### config.mk
export PLATFORM = sky130hd
export DESIGN_NAME = uart_receiver_ring_buffer
export DESIGN_NICKNAME = d
export VERILOG_FILES = /design/src/hw/rtl/uartrx_pkg.sv /design/src/hw/rtl/uart_receiver_ring_buffer.sv /design/src/hw/rtl/uartrx_sampler.sv
export SDC_FILE = /design/constraint.sdc
export NUM_CORES = 1
export LEC_CHECK = 0
export BUFFER_PORTS_ARGS = -buffer_cell sky130_fd_sc_hd__buf_2
export CORE_AREA = 2 2 315 286
export CTS_CLUSTER_SIZE = 14
export DETAILED_ROUTE_END_ITERATION = 10
export DIE_AREA = 0 0 317 288
export PLACE_DENSITY = 0.57
export SYNTH_ARGS = -nofsm -noshare
export SYNTH_HDL_FRONTEND = slang
export SYNTH_HIERARCHICAL = 1
export SYNTH_SLANG_ARGS = --single-unit
### constraint.sdc
create_clock -name clk -period 17.4 [get_ports clk]
set_input_delay 3.48 -clock clk [delete_from_list [all_inputs] [get_ports clk]]
set_output_delay 3.48 -clock clk [all_outputs]
set_load 0.02 [all_outputs]
### src/hw/rtl/uartrx_pkg.sv
// Package for the UART receiver with receive ring buffer.
// Holds payload structs, buffer sizing, command and register codes, and the read FSM type.
// No dependencies.
`timescale 1ns / 1ps

package uartrx_pkg;

	localparam int BUF_DEPTH = 64;
	localparam int PTR_W = (BUF_DEPTH > 1) ? $clog2(BUF_DEPTH) : 1;
	localparam int LEN_W = 7;
	localparam int CNT_W = (PTR_W > LEN_W) ? PTR_W : LEN_W;
	localparam logic [LEN_W-1:0] READ_MAX = LEN_W'(64);

	localparam int TIMER_W = 20;
	localparam logic [TIMER_W-1:0] TIMER_MAX = {TIMER_W{1'b1}};
	localparam int TPB_W = 16;
	localparam logic [3:0] DATA_BITS = 4'd8;

	localparam int ADDR_W = 3;
	localparam logic CMD_TICK = 1'b0;
	localparam logic CMD_READ = 1'b1;
	localparam logic REG_TICKS = 1'b0;
	localparam logic REG_ENABLE = 1'b1;

	typedef struct packed {
		logic             command;
		logic             rx_line;
		logic [LEN_W-1:0] read_length;
	} req_t;

	typedef struct packed {
		logic [7:0]       data_byte;
		logic             byte_valid;
		logic             last_byte;
		logic [LEN_W-1:0] byte_count;
		logic             overflow_seen;
	} rsp_t;

	// Byte finished by the sampler on this tick.
	typedef struct packed {
		logic       valid;
		logic [7:0] data;
	} rx_byte_t;

	typedef enum logic [1:0] {
		RD_IDLE,
		RD_EMPTY,
		RD_DATA
	} rd_state_t;

endpackage

### src/hw/rtl/uart_receiver_ring_buffer.sv
// Top level of the UART receiver: APB registers, receive ring buffer memory and read sequencer.
// Depends on uartrx_pkg and uartrx_sampler.
//
//  channel | direction | handshake            | beat
//  req     | in        | req_valid/req_ready  | tick with line level, or read request
//  rsp     | out       | rsp_valid/rsp_ready  | one byte of a read, or the empty answer
//  apb     | in        | psel/penable/pready  | register write or read
//
// A tick beat is absorbed once accepted. A read beat returns one result per byte; the buffer
// memory read is registered, so the first byte passes through rd_data_q and then the output
// register after the read is accepted, and the following ones come at one per cycle while
// rsp_ready stays high. A read occupies the request side until its last byte is loaded into
// the output register. Reset empties the buffer pointers at once; no clearing pass is needed.
`timescale 1ns / 1ps

module uart_receiver_ring_buffer (
	input  logic                         clk,
	input  logic                         arst_n,
	input  logic                         req_valid,
	output logic                         req_ready,
	input  uartrx_pkg::req_t             req,
	output logic                         rsp_valid,
	input  logic                         rsp_ready,
	output uartrx_pkg::rsp_t             rsp,
	input  logic                         psel,
	input  logic                         penable,
	input  logic                         pwrite,
	input  logic [uartrx_pkg::ADDR_W-1:0] paddr,
	input  logic [31:0]                  pwdata,
	output logic [31:0]                  prdata,
	output logic                         pready
);
	import uartrx_pkg::*;

	logic [TPB_W-1:0] tpb_q;
	logic             enable_q;
	logic             cfg_we;

	logic             req_fire, tick, read_fire;
	rx_byte_t         rx_byte;

	logic [7:0]       mem_q [BUF_DEPTH];
	logic [7:0]       rd_data_q;
	logic [PTR_W-1:0] wp_q, rp_q, rp_next, wp_next, rd_addr, avail;
	logic             full, mem_we, mem_re;
	logic             ovf_q;

	rd_state_t        state_q, state_d;
	logic [LEN_W-1:0] rem_q, rem_d, cnt_q, cnt_d;
	logic             ovf_seen_q, ovf_seen_d;
	logic [LEN_W-1:0] want, count;
	logic [CNT_W-1:0] want_x, avail_x;
	logic             out_free, out_load;
	rsp_t             out_d, out_q;
	logic             out_valid_q;
	logic             rp_adv;

	// Configuration registers.
	assign pready = 1'b1;
	assign cfg_we = psel && penable && pwrite;

	always_ff @(posedge clk or negedge arst_n) begin
		if (!arst_n) begin
			tpb_q <= TPB_W'(1);
			enable_q <= 1'b0;
		end else if (cfg_we) begin
			unique case (paddr[2])
				REG_TICKS:  tpb_q <= pwdata[TPB_W-1:0];
				REG_ENABLE: enable_q <= pwdata[0];
				default: ;
			endcase
		end
	end

	always_comb begin
		prdata = '0;
		unique case (paddr[2])
			REG_TICKS:  prdata = 32'(tpb_q);
			REG_ENABLE: prdata = 32'(enable_q);
			default: ;
		endcase
	end

	// Request side.
	assign req_ready = (state_q == RD_IDLE);
	assign req_fire = req_valid && req_ready;
	assign tick = req_fire && (req.command == CMD_TICK) && enable_q;
	assign read_fire = req_fire && (req.command == CMD_READ);

	uartrx_sampler u_sampler (
		.clk           (clk),
		.arst_n        (arst_n),
		.tick          (tick),
		.level         (req.rx_line),
		.ticks_per_bit (tpb_q),
		.rx_byte       (rx_byte)
	);

	// Ring buffer: one slot stays free so that full and empty differ.
	assign wp_next = wp_q + 1'b1;
	assign rp_next = rp_q + 1'b1;
	assign full = (wp_next == rp_q);
	assign mem_we = rx_byte.valid && !full;
	assign avail = wp_q - rp_q;

	always_ff @(posedge clk) begin
		if (mem_we) begin
			mem_q[wp_q] <= rx_byte.data;
		end
		if (mem_re) begin
			rd_data_q <= mem_q[rd_addr];
		end
	end

	always_ff @(posedge clk or negedge arst_n) begin
		if (!arst_n) begin
			wp_q <= '0;
			rp_q <= '0;
			ovf_q <= 1'b0;
		end else begin
			if (mem_we) begin
				wp_q <= wp_next;
			end
			if (rp_adv) begin
				rp_q <= rp_next;
			end
			// A tick and a read never share a cycle, so set and clear cannot collide.
			if (rx_byte.valid && full) begin
				ovf_q <= 1'b1;
			end else if (read_fire) begin
				ovf_q <= 1'b0;
			end
		end
	end

	// Read sequencer.
	assign want = (req.read_length > READ_MAX) ? READ_MAX : req.read_length;
	assign want_x = CNT_W'(want);
	assign avail_x = CNT_W'(avail);
	assign count = (enable_q && avail != '0)
		? ((want_x < avail_x) ? want : LEN_W'(avail_x)) : '0;
	assign out_free = !out_valid_q || rsp_ready;

	always_comb begin
		state_d = state_q;
		rem_d = rem_q;
		cnt_d = cnt_q;
		ovf_seen_d = ovf_seen_q;
		mem_re = 1'b0;
		rd_addr = rp_q;
		out_load = 1'b0;
		out_d = out_q;
		rp_adv = 1'b0;
		unique case (state_q)
			RD_IDLE: begin
				if (read_fire) begin
					ovf_seen_d = ovf_q;
					cnt_d = count;
					rem_d = count;
					if (count == '0) begin
						state_d = RD_EMPTY;
					end else begin
						mem_re = 1'b1;
						state_d = RD_DATA;
					end
				end
			end
			RD_EMPTY: begin
				if (out_free) begin
					out_load = 1'b1;
					out_d.data_byte = '0;
					out_d.byte_valid = 1'b0;
					out_d.last_byte = 1'b1;
					out_d.byte_count = '0;
					out_d.overflow_seen = ovf_seen_q;
					state_d = RD_IDLE;
				end
			end
			RD_DATA: begin
				// rd_data_q holds the byte at rp_q until it is loaded.
				if (out_free) begin
					out_load = 1'b1;
					out_d.data_byte = rd_data_q;
					out_d.byte_valid = 1'b1;
					out_d.last_byte = (rem_q == LEN_W'(1));
					out_d.byte_count = cnt_q;
					out_d.overflow_seen = ovf_seen_q;
					rp_adv = 1'b1;
					rem_d = rem_q - 1'b1;
					if (rem_q == LEN_W'(1)) begin
						state_d = RD_IDLE;
					end else begin
						mem_re = 1'b1;
						rd_addr = rp_next;
					end
				end
			end
			default: state_d = RD_IDLE;
		endcase
	end

	always_ff @(posedge clk or negedge arst_n) begin
		if (!arst_n) begin
			state_q <= RD_IDLE;
			rem_q <= '0;
			cnt_q <= '0;
			ovf_seen_q <= 1'b0;
			out_valid_q <= 1'b0;
		end else begin
			state_q <= state_d;
			rem_q <= rem_d;
			cnt_q <= cnt_d;
			ovf_seen_q <= ovf_seen_d;
			if (out_load) begin
				out_valid_q <= 1'b1;
			end else if (rsp_ready) begin
				out_valid_q <= 1'b0;
			end
		end
	end

	always_ff @(posedge clk) begin
		if (out_load) begin
			out_q <= out_d;
		end
	end

	assign rsp_valid = out_valid_q;
	assign rsp = out_q;

endmodule

### src/hw/rtl/uartrx_sampler.sv
// Bit timer and frame sampler of the UART receiver: start detection, drift-corrected
// sampling of eight data bits and the stop-time handoff of the byte. Depends on uartrx_pkg.
`timescale 1ns / 1ps

module uartrx_sampler (
	input  logic                        clk,
	input  logic                        arst_n,
	input  logic                        tick,
	input  logic                        level,
	input  logic [uartrx_pkg::TPB_W-1:0] ticks_per_bit,
	output uartrx_pkg::rx_byte_t        rx_byte
);
	import uartrx_pkg::*;

	logic [TIMER_W-1:0] timer_q, timer_d, timer_inc;
	logic [TIMER_W-1:0] next_q, next_d;
	logic [3:0]         pos_q, pos_d;
	logic [7:0]         shift_q, shift_d;
	logic               prev_q, prev_d;
	logic               idle_q, idle_d;
	logic [TIMER_W+1:0] target_sum;
	logic [TIMER_W+1:0] target_diff;

	always_comb begin
		timer_d = timer_q;
		next_d = next_q;
		pos_d = pos_q;
		shift_d = shift_q;
		prev_d = prev_q;
		idle_d = idle_q;
		rx_byte = '0;
		timer_inc = (timer_q != TIMER_MAX) ? timer_q + 1'b1 : timer_q;
		// Next sample point, pulled back by how late this sample was taken.
		target_sum = {1'b0, next_q, 1'b0} + (TIMER_W+2)'(ticks_per_bit);
		target_diff = target_sum - (TIMER_W+2)'(timer_inc);
		if (tick) begin
			prev_d = level;
			if (!level && prev_q && idle_q) begin
				timer_d = '0;
				next_d = TIMER_W'(ticks_per_bit) + TIMER_W'(ticks_per_bit[TPB_W-1:1]);
				shift_d = '0;
				idle_d = 1'b0;
			end else begin
				timer_d = timer_inc;
				if (!idle_q && timer_inc >= next_q) begin
					if (pos_q < DATA_BITS) begin
						shift_d[pos_q[2:0]] = level;
						pos_d = pos_q + 1'b1;
					end else begin
						pos_d = '0;
						idle_d = 1'b1;
						rx_byte.valid = 1'b1;
						rx_byte.data = shift_q;
					end
					if (target_sum < (TIMER_W+2)'(timer_inc)) begin
						next_d = '0;
					end else if (target_diff > (TIMER_W+2)'(TIMER_MAX)) begin
						next_d = TIMER_MAX;
					end else begin
						next_d = target_diff[TIMER_W-1:0];
					end
				end
			end
		end
	end

	always_ff @(posedge clk or negedge arst_n) begin
		if (!arst_n) begin
			timer_q <= '0;
			next_q <= '0;
			pos_q <= '0;
			shift_q <= '0;
			prev_q <= 1'b0;
			idle_q <= 1'b1;
		end else begin
			timer_q <= timer_d;
			next_q <= next_d;
			pos_q <= pos_d;
			shift_q <= shift_d;
			prev_q <= prev_d;
			idle_q <= idle_d;
		end
	end

endmodule
==> impl_metrics.env <==
export IMPL_multi_input_area_mm2=0.0110
export IMPL_area_delta_synth_final_pct=11.8
export IMPL_synth_area_mm2=0.0307
export IMPL_vias_per_cell=5.23
export IMPL_cts_root_buffer="clkbuf_16"
export IMPL_seq_area_mm2=0.0187
export IMPL_tns_ps=0
export IMPL_async_reset_ff_share_pct=15.9
export IMPL_post_synth_num_cell_types=95
export IMPL_finalNetCount=2869
export IMPL_crit_path_end_kind="primary output"
export IMPL_path_max_fanout=18
export IMPL_dp_cells=3823
export IMPL_cts_resized=0
export IMPL_fin_crit_sh_pct=45.0
export IMPL_place_congestion=0.842
export IMPL_fmax_mhz=128
export IMPL_skew_ps=25.6
export IMPL_cp_required_ps=13920
export IMPL_grt_setup_unrepaired="no"
export IMPL_design_area_mm2=0.0343
export IMPL_worst_ep_arrival_time_ps=4350
export IMPL_coreArea_mm2=0.0884
export IMPL_start_util_pct=34.7
export IMPL_drive_above_1_share_pct=10.0
export IMPL_grt_max_degree=174
export IMPL_synth_seq_cells=640
export IMPL_final_common_cell="nand2_1"
export IMPL_wirelength_mm=79.0
export IMPL_fill_cells=8485
export IMPL_io_pins=104
export IMPL_r2r_start="u_sampler/timer_q[3]$_DFFE_PN0P_"
export IMPL_ys_dominant_reg_cell="edfxtp_1"
export IMPL_use_met3_pct=2.42
export IMPL_grt_pass1_wl_mm=120
export IMPL_wl_per_cell_um=20.0
export IMPL_die_area_mm2=0.0913
export IMPL_final_hold_viol_count=0
export IMPL_drt_iter0_markers=1868
export IMPL_diodes=0
export IMPL_start_kind="input pin"
export IMPL_overflow=0
export IMPL_drv_slew=0
export IMPL_synth_seq_area_share_pct=61.0
export IMPL_clkSinkCount=640
export IMPL_min_to="cnt_q[5]$_DFFE_PN0P_"
export IMPL_whs_ps=475
export IMPL_tritoncts="yes"
export IMPL_clock_latency_ps=620
export IMPL_first_global_vias=19800
export IMPL_synth_edf_count=538
export IMPL_ir_drop_mv=0.103
export IMPL_worstMarginPinSlew_ps=1070
export IMPL_postCtsSetupBuffers=0
export IMPL_rows=104
export IMPL_dieHeight_um=288
export IMPL_rr_worst_depth=20
export IMPL_ant_nets=0
export IMPL_drv_cap=0
export IMPL_fin_util_pct=38.8
export IMPL_drc=0
export IMPL_min_from="cnt_q[5]$_DFFE_PN0P_"
export IMPL_rr_endpoint="mem_q[50][3]$_DFFE_PP_"
export IMPL_power_leakage_nw=12.6
export IMPL_cts_hold_buf=0
export IMPL_numCtsBuffers=66
export IMPL_outcome="completed"
export IMPL_place_area_mm2=0.0321
export IMPL_die_w_um=317
export IMPL_dp_hpwl_mm=49.1
export IMPL_vias=20600
export IMPL_final_cell_mix="nand2_1, edfxtp_1, nand3_1, nor2_1, dfrtp_1"
export IMPL_slew_limit_headroom_pct=28.2
export IMPL_hold_path_class="reg2reg"
export IMPL_postSynthAreaPerCell_um2=11.4
export IMPL_top_usage_layer="met2"
export IMPL_firstDrtPassIters=6
export IMPL_final_cells=3940
export IMPL_antenna_found_initial=1
export IMPL_h_tree_depth=3
export IMPL_syn_inst=2693
export IMPL_setup_viol=0
export IMPL_grt_usage_pct=17.2
export IMPL_hold_depth=2
export IMPL_ys_warn_count=6
export IMPL_clock_path_buffers=3
export IMPL_clkTransAtPathRegs_ps=70
export IMPL_power_density_mw_per_mm2=159
export IMPL_min_period_ps=7830
export IMPL_grtUsageMet2_pct=27.2
export IMPL_r2r_slack_ps=10800
export IMPL_critical_path_class="in2out"
export IMPL_port_buffers=68
export IMPL_met1_usage_pct=24.5
==> cell families (layout without fill, tap and decap cells) <==
group	count (synthesis)	after routing	synth area share, %
AND/OR/NAND/NOR	1174	1174	17.6
flip-flops	640	640	61.0
AO/OA/AOI/OAI	407	407	9.64
buffers and inverters	237	303	3.40
adder cells (fa/ha/maj)	95	95	3.96
XOR/XNOR	77	77	2.22
multiplexers	61	61	2.11
other	2	17	0.0245
==> state kept, by name, indices dropped and copies added (netlist names) <==
| signal | count |
|---|---|
| mem_q | 512 |
| u_sampler/next_q | 20 |
| u_sampler/timer_q | 20 |
| rsp | 18 |
| tpb_q | 16 |
| rd_data_q | 8 |
| u_sampler/shift_q | 8 |
| cnt_q | 7 |
| rem_q | 7 |
| rp_q | 6 |
| wp_q | 6 |
| u_sampler/pos_q | 4 |
| state_q | 2 |
| enable_q | 1 |
| ovf_q | 1 |
| ovf_seen_q | 1 |
| rsp_valid | 1 |
| u_sampler/idle_q | 1 |
| u_sampler/prev_q | 1 |
==> critical path: stages <==
cell,delay [ps]
buf_2,320
mux2_2,370
buf_2,160
==> routing by layer <==
| metal | vias up | wire, um |
|---|---|---|
| li1 | 9896 | - |
| met1 | 10000 | 36000 |
| met2 | 545 | 36800 |
| met3 | 132 | 4030 |
| met4 | 0 | 2080 |
| met5 | - | 0 |
==> final cells by class <==
cell class              count  share of cell area, %
flip-flops and latches    640                   54.6
multi-input cells        1831                   32.1
clock buffers              82                   5.11
well taps                1166                   4.26
repair buffers             99                   1.72
clock inverters            35                   1.24
inverters                  87                  0.953
==> synth_stat cells (all sizes together) (25+ instances only) <==
library cell | number | area (um^2)
a21oi | 66 | 330
dfrtp | 100 | 2500
nor2b | 26 | 170
nand3 | 210 | 1050
nand2 | 559 | 2100
clkbuf | 78 | 293
mux2 | 29 | 327
nand4 | 85 | 532
inv | 87 | 327
mux2i | 32 | 320
o21ai | 69 | 345
a31oi | 77 | 482
xnor2 | 56 | 490
and2 | 27 | 169
o31ai | 25 | 213
nor3 | 32 | 165
a21o | 32 | 240
and3 | 27 | 169
buf | 72 | 422
nor2 | 136 | 513
ha | 89 | 1110
edfxtp | 538 | 16200
==> power by group <==
part | internal, mW | switching, mW
clock | 0.828 | 0.616
combinational | 0.731 | 1.45
sequential | 1.74 | 0.0757
total | 3.30 | 2.14
==> through the flow <==
step	power [mW]	setup slack (ps)
floorplan	3.43	9930
global placement	4.02	9570
detailed placement	4.03	9560
CTS	5.47	9560
global route	5.77	9530
finish	5.43	9570
==> worst max path at each step <==
stage | from | endpoint | slack [ps] | cells after the start
2_1_floorplan | paddr[2] | prdata[10] | 9930 | 2
3_3_place_gp | paddr[2] | prdata[0] | 9570 | 3
3_5_place_dp | paddr[2] | prdata[0] | 9560 | 3
6_report | paddr[2] | prdata[0] | 9570 | 3
4_1_cts | paddr[2] | prdata[0] | 9560 | 3
5_1_grt | paddr[2] | prdata[0] | 9530 | 3
No activity file was read; power rests on OpenSTA's default activity.
